==> config.mk <==
export PLATFORM = sky130hd
export DESIGN_NAME = cfst_ctrl
export DESIGN_NICKNAME = d
export VERILOG_FILES = /design/src/rtl/cfst_pkg.sv /design/src/rtl/cfst_ctrl.sv
export VERILOG_INCLUDE_DIRS = /design/src /design/src/rtl
export SDC_FILE = /design/constraint.sdc
export NUM_CORES = 1
export LEC_CHECK = 0
export ABC_AREA = 1
export BUFFER_PORTS_ARGS = -buffer_cell sky130_fd_sc_hd__buf_2
export CAP_MARGIN = 10
export CORE_MARGIN = 3
export CORE_UTILIZATION = 49
export DETAILED_ROUTE_END_ITERATION = 10
export GPL_TIMING_DRIVEN = 0
export PLACE_DENSITY = 0.74
export SYNTH_ARGS = -nofsm -noshare
export SYNTH_HDL_FRONTEND = slang
export SYNTH_SLANG_ARGS = --single-unit
==> constraint.sdc <==
create_clock -name i_clk -period 1.7 [get_ports i_clk]
set_input_delay 0.17 -clock i_clk [delete_from_list [all_inputs] [get_ports i_clk]]
set_output_delay 0.17 -clock i_clk [all_outputs]
set_load 0.1 [all_outputs]
==> src/rtl/channel_flow_source_term_defines.svh <==
// Assertion helpers for the channel flow source term RTL.
`ifndef CHANNEL_FLOW_SOURCE_TERM_DEFINES_SVH
`define CHANNEL_FLOW_SOURCE_TERM_DEFINES_SVH

// Same-cycle implication, disabled while reset is asserted.
`define CFST_ASSERT_IMP(label, clk, rst_n, ante, cons, msg) \
    label: assert property (@(posedge clk) disable iff (!rst_n) (ante) |-> (cons)) \
        else $error(msg);

// Next-cycle implication, disabled while reset is asserted.
`define CFST_ASSERT_NXT(label, clk, rst_n, ante, cons, msg) \
    label: assert property (@(posedge clk) disable iff (!rst_n) (ante) |=> (cons)) \
        else $error(msg);

`endif

==> src/rtl/cfst_pkg.sv <==
`default_nettype none

package cfst_pkg;

    localparam int FRAC_BITS_DEF = 16;

    localparam int AREA_W  = 31;
    localparam int FLOW_W  = 32;
    localparam int LEVEL_W = 32;
    localparam int ROUGH_W = 16;
    localparam int CFG_W   = 31;
    localparam int OUT_W   = 32;

    localparam int AREA_LSB  = 0;
    localparam int FLOW_LSB  = AREA_LSB + AREA_W;
    localparam int LEVEL_LSB = FLOW_LSB + FLOW_W;
    localparam int ROUGH_LSB = LEVEL_LSB + LEVEL_W;
    localparam int IN_BITS   = ROUGH_LSB + ROUGH_W;
    localparam int IN_DATA_W = ((IN_BITS + 7) / 8) * 8;

    localparam int PADDR_W = 4;
    localparam int PDATA_W = 32;

    localparam logic [1:0] REG_FRICTION_GAIN = 2'd0;
    localparam logic [1:0] REG_HALF_GRAVITY  = 2'd1;
    localparam logic [1:0] REG_INV_DX        = 2'd2;

    localparam logic [CFG_W-1:0] FRICTION_GAIN_RST = CFG_W'(238945);
    localparam logic [CFG_W-1:0] HALF_GRAVITY_RST  = CFG_W'(321454);
    localparam logic [CFG_W-1:0] INV_DX_RST        = CFG_W'(6554);

    // Widths of the fixed-point intermediates.
    localparam int MUL_W = 32;
    localparam int ACC_W = 127;
    localparam int FR_W  = ACC_W - 32;
    localparam int ASQ_W = 2 * AREA_W;

    localparam logic [OUT_W-1:0] SAT_POS = 32'h7FFF_FFFF;
    localparam logic [OUT_W-1:0] SAT_NEG = 32'h8000_0000;

    typedef enum logic [4:0] {
        S_IDLE,
        S_NSQ,
        S_QSQ,
        S_GN,
        S_F0,
        S_F1,
        S_F2,
        S_F3,
        S_ASQ,
        S_DSTART,
        S_HG,
        S_DX,
        S_S0,
        S_S1,
        S_S2,
        S_S3,
        S_WAIT,
        S_SGN,
        S_DIFF,
        S_FIN
    } t_state;

    typedef enum logic [3:0] {
        MOP_NONE,
        MOP_NSQ,
        MOP_QSQ,
        MOP_GN,
        MOP_F0,
        MOP_F1,
        MOP_F2,
        MOP_F3,
        MOP_ASQ,
        MOP_HG,
        MOP_DX,
        MOP_S0,
        MOP_S1,
        MOP_S2,
        MOP_S3
    } t_mop;

    typedef struct packed {
        logic load_start;
        logic capture;
        t_mop mop;
        logic div_start;
        logic sign_stage;
        logic diff_stage;
        logic load_out;
        logic central;
    } t_cmd;

    typedef struct packed {
        logic zero_area;
        logic div_busy;
    } t_sts;

endpackage

`default_nettype wire

==> src/rtl/cfst_ctrl.sv <==
`default_nettype none
`include "channel_flow_source_term_defines.svh"

module cfst_ctrl
    import cfst_pkg::*;
(
    input  wire logic i_clk,
    input  wire logic i_rst_n,
    input  wire logic i_in_valid,
    input  wire logic i_in_first,
    input  wire logic i_in_ghost,
    output logic      o_in_ready,
    input  wire logic i_out_ready,
    output logic      o_out_valid,
    input  wire t_sts i_sts,
    output t_cmd      o_cmd
);

    t_state     r_state;
    t_state     n_state;
    logic [1:0] r_nodes_seen;
    logic [1:0] n_nodes_seen;
    logic       r_central;
    logic       n_central;
    logic       r_ghost;
    logic       n_ghost;
    logic       r_out_valid;
    logic       n_out_valid;
    logic       accept;

    always_ff @(posedge i_clk) begin
        if (!i_rst_n) begin
            r_state      <= S_IDLE;
            r_nodes_seen <= 2'd0;
            r_central    <= 1'b0;
            r_ghost      <= 1'b0;
            r_out_valid  <= 1'b0;
        end else begin
            r_state      <= n_state;
            r_nodes_seen <= n_nodes_seen;
            r_central    <= n_central;
            r_ghost      <= n_ghost;
            r_out_valid  <= n_out_valid;
        end
    end

    always_comb begin
        n_state      = r_state;
        n_nodes_seen = r_nodes_seen;
        n_central    = r_central;
        n_ghost      = r_ghost;
        n_out_valid  = r_out_valid && !i_out_ready;
        o_cmd        = '0;
        o_cmd.mop    = MOP_NONE;
        o_cmd.central = r_central;
        o_in_ready   = (r_state == S_IDLE);
        accept       = o_in_ready && i_in_valid;

        unique case (r_state)
            S_IDLE: begin
                if (accept) begin
                    if (i_in_first || (r_nodes_seen == 2'd0)) begin
                        o_cmd.load_start = 1'b1;
                        n_nodes_seen = i_in_ghost ? 2'd0 : 2'd1;
                    end else begin
                        o_cmd.capture = 1'b1;
                        n_central = (r_nodes_seen >= 2'd2);
                        n_ghost   = i_in_ghost;
                        n_state   = i_sts.zero_area ? S_FIN : S_NSQ;
                    end
                end
            end
            S_NSQ: begin
                o_cmd.mop = MOP_NSQ;
                n_state = S_QSQ;
            end
            S_QSQ: begin
                o_cmd.mop = MOP_QSQ;
                n_state = S_GN;
            end
            S_GN: begin
                o_cmd.mop = MOP_GN;
                n_state = S_F0;
            end
            S_F0: begin
                o_cmd.mop = MOP_F0;
                n_state = S_F1;
            end
            S_F1: begin
                o_cmd.mop = MOP_F1;
                n_state = S_F2;
            end
            S_F2: begin
                o_cmd.mop = MOP_F2;
                n_state = S_F3;
            end
            S_F3: begin
                o_cmd.mop = MOP_F3;
                n_state = S_ASQ;
            end
            S_ASQ: begin
                o_cmd.mop = MOP_ASQ;
                n_state = S_DSTART;
            end
            S_DSTART: begin
                o_cmd.div_start = 1'b1;
                n_state = S_HG;
            end
            S_HG: begin
                o_cmd.mop = MOP_HG;
                n_state = S_DX;
            end
            S_DX: begin
                o_cmd.mop = MOP_DX;
                n_state = S_S0;
            end
            S_S0: begin
                o_cmd.mop = MOP_S0;
                n_state = S_S1;
            end
            S_S1: begin
                o_cmd.mop = MOP_S1;
                n_state = S_S2;
            end
            S_S2: begin
                o_cmd.mop = MOP_S2;
                n_state = S_S3;
            end
            S_S3: begin
                o_cmd.mop = MOP_S3;
                n_state = S_WAIT;
            end
            S_WAIT: begin
                if (!i_sts.div_busy) begin
                    n_state = S_SGN;
                end
            end
            S_SGN: begin
                o_cmd.sign_stage = 1'b1;
                n_state = S_DIFF;
            end
            S_DIFF: begin
                o_cmd.diff_stage = 1'b1;
                n_state = S_FIN;
            end
            S_FIN: begin
                if (!r_out_valid || i_out_ready) begin
                    o_cmd.load_out = 1'b1;
                    n_out_valid  = 1'b1;
                    n_nodes_seen = r_ghost ? 2'd0 : 2'd2;
                    n_state      = S_IDLE;
                end
            end
            default: begin
                n_state = S_IDLE;
            end
        endcase
    end

    assign o_out_valid = r_out_valid;

    `CFST_ASSERT_IMP(a_div_start_free, i_clk, i_rst_n, o_cmd.div_start, !i_sts.div_busy, "divider started while busy")
    `CFST_ASSERT_IMP(a_out_no_overwrite, i_clk, i_rst_n, o_cmd.load_out, !r_out_valid || i_out_ready, "pending word overwritten")
    `CFST_ASSERT_IMP(a_nodes_range, i_clk, i_rst_n, 1'b1, r_nodes_seen != 2'd3, "node count out of range")
    `CFST_ASSERT_NXT(a_ghost_closes_run, i_clk, i_rst_n, o_cmd.load_out && r_ghost, r_nodes_seen == 2'd0, "run not closed by ghost node")

endmodule

`default_nettype wire

==> impl_metrics.json, run 1 <==
{
  "timing.max_slew.rel_slack": 0.680,
  "failed_checks": "setup timing",
  "cp-end-kind": "output port",
  "drt.antenna.violating_nets": 0,
  "synth_cell_types": 24,
  "yosys-mux-area-fraction": 0,
  "dr.pass1.iters": 7,
  "synthDominantCellAreaShare": 0.277,
  "mappedNetlistNets": 124,
  "regToRegStartpoint": "r_state[3]$_SDFFE_PN0P_",
  "post-dp-hpwl_mm": 1.41,
  "start_util": 0.541,
  "ioPinCount": 21,
  "crit_path_start": "r_state[4]$_SDFFE_PN0P_",
  "r2r_setup_slack_ns": 0.11,
  "final_hold_viol_count": 0,
  "drc": 0,
  "critical_path.reg2reg.endpoint": "r_state[4]$_SDFFE_PN0P_",
  "synth.ff_latch_count": 10,
  "grt_first_pass_wirelength_mm": 3.63,
  "status": "complete, but fails checks",
  "place.gp.congestion": 0.857,
  "sum_of_negative_setup_slack_ns": -0.132,
  "layout.area.seq_um2": 216,
  "groute.usage.overall": 0.245,
  "row_count": 13,
  "antenna_found_initial": 0,
  "final-setup-viol-count": 4,
  "cts.htree.levels": 1,
  "most_common_flop_cell_mapped_by_yosys": "sky130_fd_sc_hd__dfxtp_1",
  "min_delay_path_depth": 3,
  "synth_most_common_cell": "sky130_fd_sc_hd__nor2_1",
  "place.detailed.instances": 151,
  "synth_seq_area_share": 0.277,
  "overflow": 0,
  "number_of_hold_repair_buffers_added_at_the_cts_stage": 0,
  "maximum_number_of_pins_on_one_net_before_global_route_repair": 10,
  "final-max-slew-violation-count": 0,
  "critPathLaunchType": "flop",
  "type_of_the_worst_min_delay_path": "in2reg",
  "period_share": 1.05,
  "final_layout_size_suffix_gt1_frac": 0.497,
  "power.density_cell_area_mw_per_mm2": 1810,
  "synth_simple_gate_area_share": 0.412,
  "final_routed_wirelength_across_all_metal_layers_mm": 2.50,
  "fp.coreArea_mm2": 0.00133,
  "worstSetupEndpoint": "o_cmd[8]",
  "syn2layout_area_growth_pct": 65.0,
  "finClkSkew_ns": 0.0102,
  "tritoncts_clock_tree": "yes",
  "synth_largest_area_cell": "sky130_fd_sc_hd__dfxtp_1",
  "placement.io_buffers": 20,
  "xor_xnor_portion_of_the_synthesized_cell_area": 0,
  "wl_per_cell_um": 15.1,
  "cp_max_fo": 6,
  "critical_path_required_ns": 1.53,
  "vias": 963,
  "final_cell_count_no_fill": 166,
  "worstSkewPairLatency_ns": 0.28,
  "crit_arrival_ns": 1.61,
  "die-area_mm2": 0.00197,
  "ys_warn_count": 0,
  "drv.max_cap_violation_count": 0,
  "path_class": "reg2out",
  "fillCellCount": 72,
  "number_of_buffers_created_by_cts": 3,
  "via_count_of_the_first_global_routing_pass": 803,
  "max_slew.worst_pin.slew_ns": 0.483,
  "design_power_total_w": 0.00216,
  "worst_setup_hold_path_clk_slew_ns": 0.08,
  "clock_path_buffers": 2,
  "area_share_of_fa_ha_maj_cells_after_synthesis": 0,
  "synth_commonest_cells": "sky130_fd_sc_hd__nor2_1 (25), sky130_fd_sc_hd__nand2_1 (18), sky130_fd_sc_hd__inv_1 (13)",
  "static-leakage-power_nw": 0.540,
  "routed_via_density": 5.80,
  "multi_input_area_um2": 557,
  "drt_iter0_markers": 38,
  "postSynthCellCount": 116,
  "share_of_the_synthesized_area_in_compound_gates_ao_oa_aoi_oai": 0.189,
  "cts_root_buffer": "sky130_fd_sc_hd__clkbuf_4",
  "cts_sinks": 10,
  "reg2reg_depth": 9,
  "final_critical_path_setup_slack_ns": -0.0850,
  "synth_top_family_by_area": "simple AND/OR/NAND/NOR gates",
  "die_y_um": 44.4,
  "synth_enable_flop_cells": 0,
  "die_width_um": 44.4,
  "synth.cell_area_um2": 722,
  "synth.avg_cell_area_um2": 6.22,
  "nets": 160,
  "diode_insertion_count_for_antenna_repair": 0,
  "timing.fmax_ghz": 0.560,
  "period_minus_slack_ns": 1.78,
  "rsz0062_at_grt": "yes",
  "netlist_top_cells_area": "sky130_fd_sc_hd__dfxtp_1 (28%), sky130_fd_sc_hd__nor2_1 (13%), sky130_fd_sc_hd__nand2_1 (9.4%)",
  "async_reset_ff_frac": 0,
  "max-vdd-ir-drop_v": 0.00202
}
## state kept, by name, summed over array words and instances (netlist names)
| name | flops |
|---|---|
| r_state | 5 |
| r_ghost | 1 |
| r_central | 1 |
| o_out_valid | 1 |
| r_nodes_seen | 2 |
## layout make-up
| type | instances | share of cell area |
|---|---|---|
| flip-flops and latches | 10 | 0.182 |
| multi-input cells | 86 | 0.467 |
| plain buffers | 2 | 0.0158 |
| repair buffers | 31 | 0.224 |
| well taps | 15 | 0.0158 |
| clock buffers | 4 | 0.0305 |
| inverters | 18 | 0.0651 |
## placed cells by master, fill, tap and decap left out
cell type                   count
sky130_fd_sc_hd__clkbuf_4       3
sky130_fd_sc_hd__nand2_2        5
sky130_fd_sc_hd__o21a_1         2
sky130_fd_sc_hd__nor2_4         7
sky130_fd_sc_hd__clkbuf_8       1
sky130_fd_sc_hd__nand2_1       15
sky130_fd_sc_hd__buf_4         15
sky130_fd_sc_hd__nor2_2         3
sky130_fd_sc_hd__buf_2         11
sky130_fd_sc_hd__o2111ai_4      1
sky130_fd_sc_hd__inv_1         10
sky130_fd_sc_hd__a31oi_2        1
sky130_fd_sc_hd__o2111ai_1      1
sky130_fd_sc_hd__o21ai_0        1
sky130_fd_sc_hd__buf_6          2
sky130_fd_sc_hd__inv_4          4
sky130_fd_sc_hd__o21ai_1        1
sky130_fd_sc_hd__nand3_4        2
sky130_fd_sc_hd__nand3_1        8
sky130_fd_sc_hd__dfxtp_2        1
sky130_fd_sc_hd__nor2_1        18
sky130_fd_sc_hd__nand4_1        1
sky130_fd_sc_hd__o2111ai_2      1
sky130_fd_sc_hd__buf_8          1
sky130_fd_sc_hd__dfxtp_1        5
sky130_fd_sc_hd__nand2_4        2
sky130_fd_sc_hd__a21oi_4        1
sky130_fd_sc_hd__or2_1          1
sky130_fd_sc_hd__a21oi_1       11
sky130_fd_sc_hd__inv_2          4
sky130_fd_sc_hd__a21boi_1       1
sky130_fd_sc_hd__buf_12         4
sky130_fd_sc_hd__nand3_2        2
sky130_fd_sc_hd__o211ai_1       1
sky130_fd_sc_hd__dfxtp_4        4
## repair_timing
action / CTS / global route
setup endpoints to repair: 9 / 7
pin swaps: 0 / 8
resized for setup: 26 / 22
buffers inserted: 2 / 9
## stage by stage
step	setup WS [ns]	hold WS, ns	utilization	instance area (um2)
finish	-0.0850	0.157	0.893	1190
global route	-0.174	0.181	0.893	1190
CTS	-0.0998	0.151	0.780	1040
detailed placement	-0.0496	0.440	0.680	907
global placement	-0.0405	0.441	0.680	907
floorplan	-0.493	0.291	-	788
## layer usage
layer	vias up	routed length, um	track usage
met5	-	0	0
met1	438	969	0.321
met2	66	1290	0.395
met4	0	68	0.0783
li1	446	-	-
met3	13	173	0.0569
## logic make-up (layout without fill, tap and decap cells)
family,count (synthesis),after routing
flops,10,10
simple gates,64,64
compound gates,22,22
buf+inv,20,55
## critical path, stage by stage, from the launching register on
cell and delay (ns):
sky130_fd_sc_hd__dfxtp_4 0.43, sky130_fd_sc_hd__nor2_4 0.06, sky130_fd_sc_hd__nand2_2 0.10, sky130_fd_sc_hd__inv_1 0.09
sky130_fd_sc_hd__a21oi_4 0.16, sky130_fd_sc_hd__o21a_1 0.18, sky130_fd_sc_hd__o211ai_1 0.12, sky130_fd_sc_hd__buf_6 0.21
## power breakdown
part           internal, W  switching, W  total (W)
Combinational     0.000515       0.00103    0.00155
Clock             0.000130     0.0000944   0.000225
Sequential        0.000296     0.0000912   0.000387
## worst min-delay path by stage
stage | startpoint | endpoint | slack (ns)
after floorplan | i_rst_n | r_nodes_seen[0]$_SDFFE_PN0P_ | 0.29
after global placement | i_rst_n | r_nodes_seen[0]$_SDFFE_PN0P_ | 0.44
after detailed placement | i_rst_n | r_nodes_seen[0]$_SDFFE_PN0P_ | 0.44
after CTS | i_rst_n | r_nodes_seen[0]$_SDFFE_PN0P_ | 0.15
after global routing | i_rst_n | r_nodes_seen[0]$_SDFFE_PN0P_ | 0.18
final | i_rst_n | r_nodes_seen[0]$_SDFFE_PN0P_ | 0.16
Note: power is estimated with default switching activity, not from simulation.
==> run 2: changes to the inputs <==
--- a/config.mk
+++ b/config.mk
@@ -12,7 +12,6 @@
 export CORE_MARGIN = 3
 export CORE_UTILIZATION = 49
 export DETAILED_ROUTE_END_ITERATION = 10
-export GPL_TIMING_DRIVEN = 0
 export PLACE_DENSITY = 0.74
 export SYNTH_ARGS = -nofsm -noshare
 export SYNTH_HDL_FRONTEND = slang
==> impl_metrics.json, run 2 (same netlist as run 1, synthesis figures left out) <==
{
  "status": "complete, but fails checks",
  "failed_checks": "setup timing",
  "groute.usage.overall": 0.243,
  "cts.htree.levels": 1,
  "p_sw_frac": 0.570,
  "row_count": 13,
  "tritoncts_clock_tree": "yes",
  "cts_root_buffer": "sky130_fd_sc_hd__clkbuf_4",
  "timing.max_slew.rel_slack": 0.676,
  "worst_hold_path.endpoint": "r_nodes_seen[0]$_SDFFE_PN0P_",
  "power.share.clock": 0.096,
  "drt.antenna.violating_nets": 0,
  "p_switching_w": 0.00135,
  "number_of_buffers_created_by_cts": 3,
  "dr.pass1.iters": 5,
  "reg2reg_depth": 8,
  "place.gp.congestion": 0.896,
  "min_delay_path_depth": 3,
  "overflow": 0,
  "nets": 165,
  "stdcell_area_mm2": 0.00130,
  "final_layout_size_suffix_gt1_frac": 0.519,
  "cp_max_fo": 4,
  "largest_register_ff_count": 5,
  "cts_sinks": 10,
  "critical_path.reg2reg.endpoint": "r_nodes_seen[1]$_SDFFE_PN0P_",
  "drv.max_cap_violation_count": 0,
  "period_share": 1.08,
  "hold_path_startpoint": "i_rst_n",
  "clock_path_buffers": 2,
  "multi_input_area_um2": 549,
  "fp.coreArea_mm2": 0.00133,
  "die_width_um": 44.4,
  "slowest_delay_ns": 0.41,
  "final_critical_path_setup_slack_ns": -0.133,
  "placement.io_buffers": 20,
  "layout.area.seq_um2": 220,
  "critical_path_required_ns": 1.53,
  "layout.cells.most_common_list": "sky130_fd_sc_hd__nor2_1 (17), sky130_fd_sc_hd__buf_4 (17), sky130_fd_sc_hd__nand2_1 (16)",
  "cp-end-kind": "output port",
  "post-dp-hpwl_mm": 1.61,
  "place_worst_setup_slack_ns": 0.0906,
  "r2r_setup_slack_ns": 0.12,
  "regToRegStartpoint": "r_nodes_seen[1]$_SDFFE_PN0P_",
  "drt_iter0_markers": 110,
  "antenna_found_initial": 0,
  "crit_arrival_ns": 1.66,
  "die_y_um": 44.4,
  "worst_setup_hold_path_clk_slew_ns": 0.09,
  "worstSkewPairLatency_ns": 0.28,
  "drc": 0,
  "final-max-slew-violation-count": 0,
  "routed_via_density": 6.81,
  "via_count_of_the_first_global_routing_pass": 798,
  "finClkSkew_ns": 0.0193,
  "fillCellCount": 21,
  "critPathLaunchType": "flop",
  "final-setup-viol-count": 6,
  "p_int_w": 0.00102,
  "combinationalPowerShare": 0.743,
  "postPlaceCellArea_mm2": 0.00106,
  "max_slew.worst_pin.slew_ns": 0.489,
  "static-leakage-power_nw": 0.577,
  "ioPinCount": 21,
  "number_of_hold_repair_buffers_added_at_the_cts_stage": 0,
  "max-vdd-ir-drop_v": 0.00210,
  "period_minus_slack_ns": 1.83,
  "final_hold_viol_count": 0,
  "grt_first_pass_wirelength_mm": 3.53,
  "vias": 1164,
  "p_seq_frac": 0.161,
  "power.density_cell_area_mw_per_mm2": 1820,
  "register_with_the_most_flip_flops": "r_state",
  "timing.critical_path.cells": "inv_2, nor2_4, inv_1, nor2_2, nand2_1, o2111ai_2, buf_12",
  "rsz0062_at_grt": "yes",
  "die-area_mm2": 0.00197,
  "diode_insertion_count_for_antenna_repair": 0,
  "start_util": 0.541,
  "biggestRegsByFlops": "r_state: 5 flops, r_nodes_seen: 2 flops",
  "cpMaxStageDelayCell": "sky130_fd_sc_hd__dfxtp_4",
  "maximum_number_of_pins_on_one_net_before_global_route_repair": 10,
  "type_of_the_worst_min_delay_path": "in2reg",
  "syn2layout_area_growth_pct": 80.2,
  "wl_per_cell_um": 22.3,
  "timing.fmax_ghz": 0.545,
  "final_routed_wirelength_across_all_metal_layers_mm": 3.82,
  "path_class": "reg2out",
  "design_power_total_w": 0.00237
}
[run 2: timing repair]
action | in CTS | in global routing
buffers inserted | 3 | 12
pin swaps | 1 | 9
endpoints found under the setup margin | 5 | 5
cloned | 0 | 0
endpoints found under the hold margin | 0 | 0
gates resized for setup | 7 | 21
[run 2: worst max-delay path by stage]
stage                                        from   endpoint  depth (start not counted)
after floorplan           r_state[2]$_SDFFE_PN0P_   o_cmd[8]                          3
after global placement    r_state[3]$_SDFFE_PN0P_   o_cmd[8]                          6
after detailed placement  r_state[3]$_SDFFE_PN0P_   o_cmd[8]                          6
after CTS                 r_state[0]$_SDFFE_PN0P_  o_cmd[10]                          7
after global routing      r_state[2]$_SDFFE_PN0P_   o_cmd[6]                          7
final                     r_state[2]$_SDFFE_PN0P_   o_cmd[5]                          7
[run 2: critical path, delay by kind of cell (launching register included)]
family,cells,cell delay (ns)
AND/OR/NAND/NOR,3,0.43
buffers and inverters,3,0.42
flip-flops,1,0.41
AO/OA/AOI/OAI,1,0.13
[run 2: power groups by stage]
stage	combinational, W	clock [W]	sequential (W)
5_1_grt	0.00183	0.000232	0.000384
3_5_place_dp	0.00140	0	0.000350
4_1_cts	0.00146	0.000223	0.000355
2_1_floorplan	0.000982	0	0.000343
3_3_place_gp	0.00138	0	0.000345
6_report	0.00176	0.000228	0.000383
[run 2: stage by stage]
stage / hold slack (ns) / setup TNS (ns) / utilization / std cells
after floorplan: 0.291 / -1.23 / - / 116
after global placement: 0.428 / 0 / 0.795 / 152
after detailed placement: 0.446 / 0 / 0.795 / 152
after CTS: 0.147 / -0.00169 / 0.851 / 159
after global routing: 0.176 / -0.631 / 0.976 / 171
final: 0.160 / -0.448 / 0.976 / 171
[run 2: per-layer routing]
layer,GRT usage,up-vias,wire [um]
met2,0.378,138,1630
met4,0.0904,0,391
met1,0.325,508,1260
met5,0,-,0
li1,-,458,-
met3,0.0569,60,537
[run 2: layout make-up]
class | count | area share
clock buffers | 4 | 0.0279
inverters | 18 | 0.0615
multi-input cells | 86 | 0.422
flip-flops and latches | 10 | 0.169
well taps | 15 | 0.0144
repair buffers | 38 | 0.305
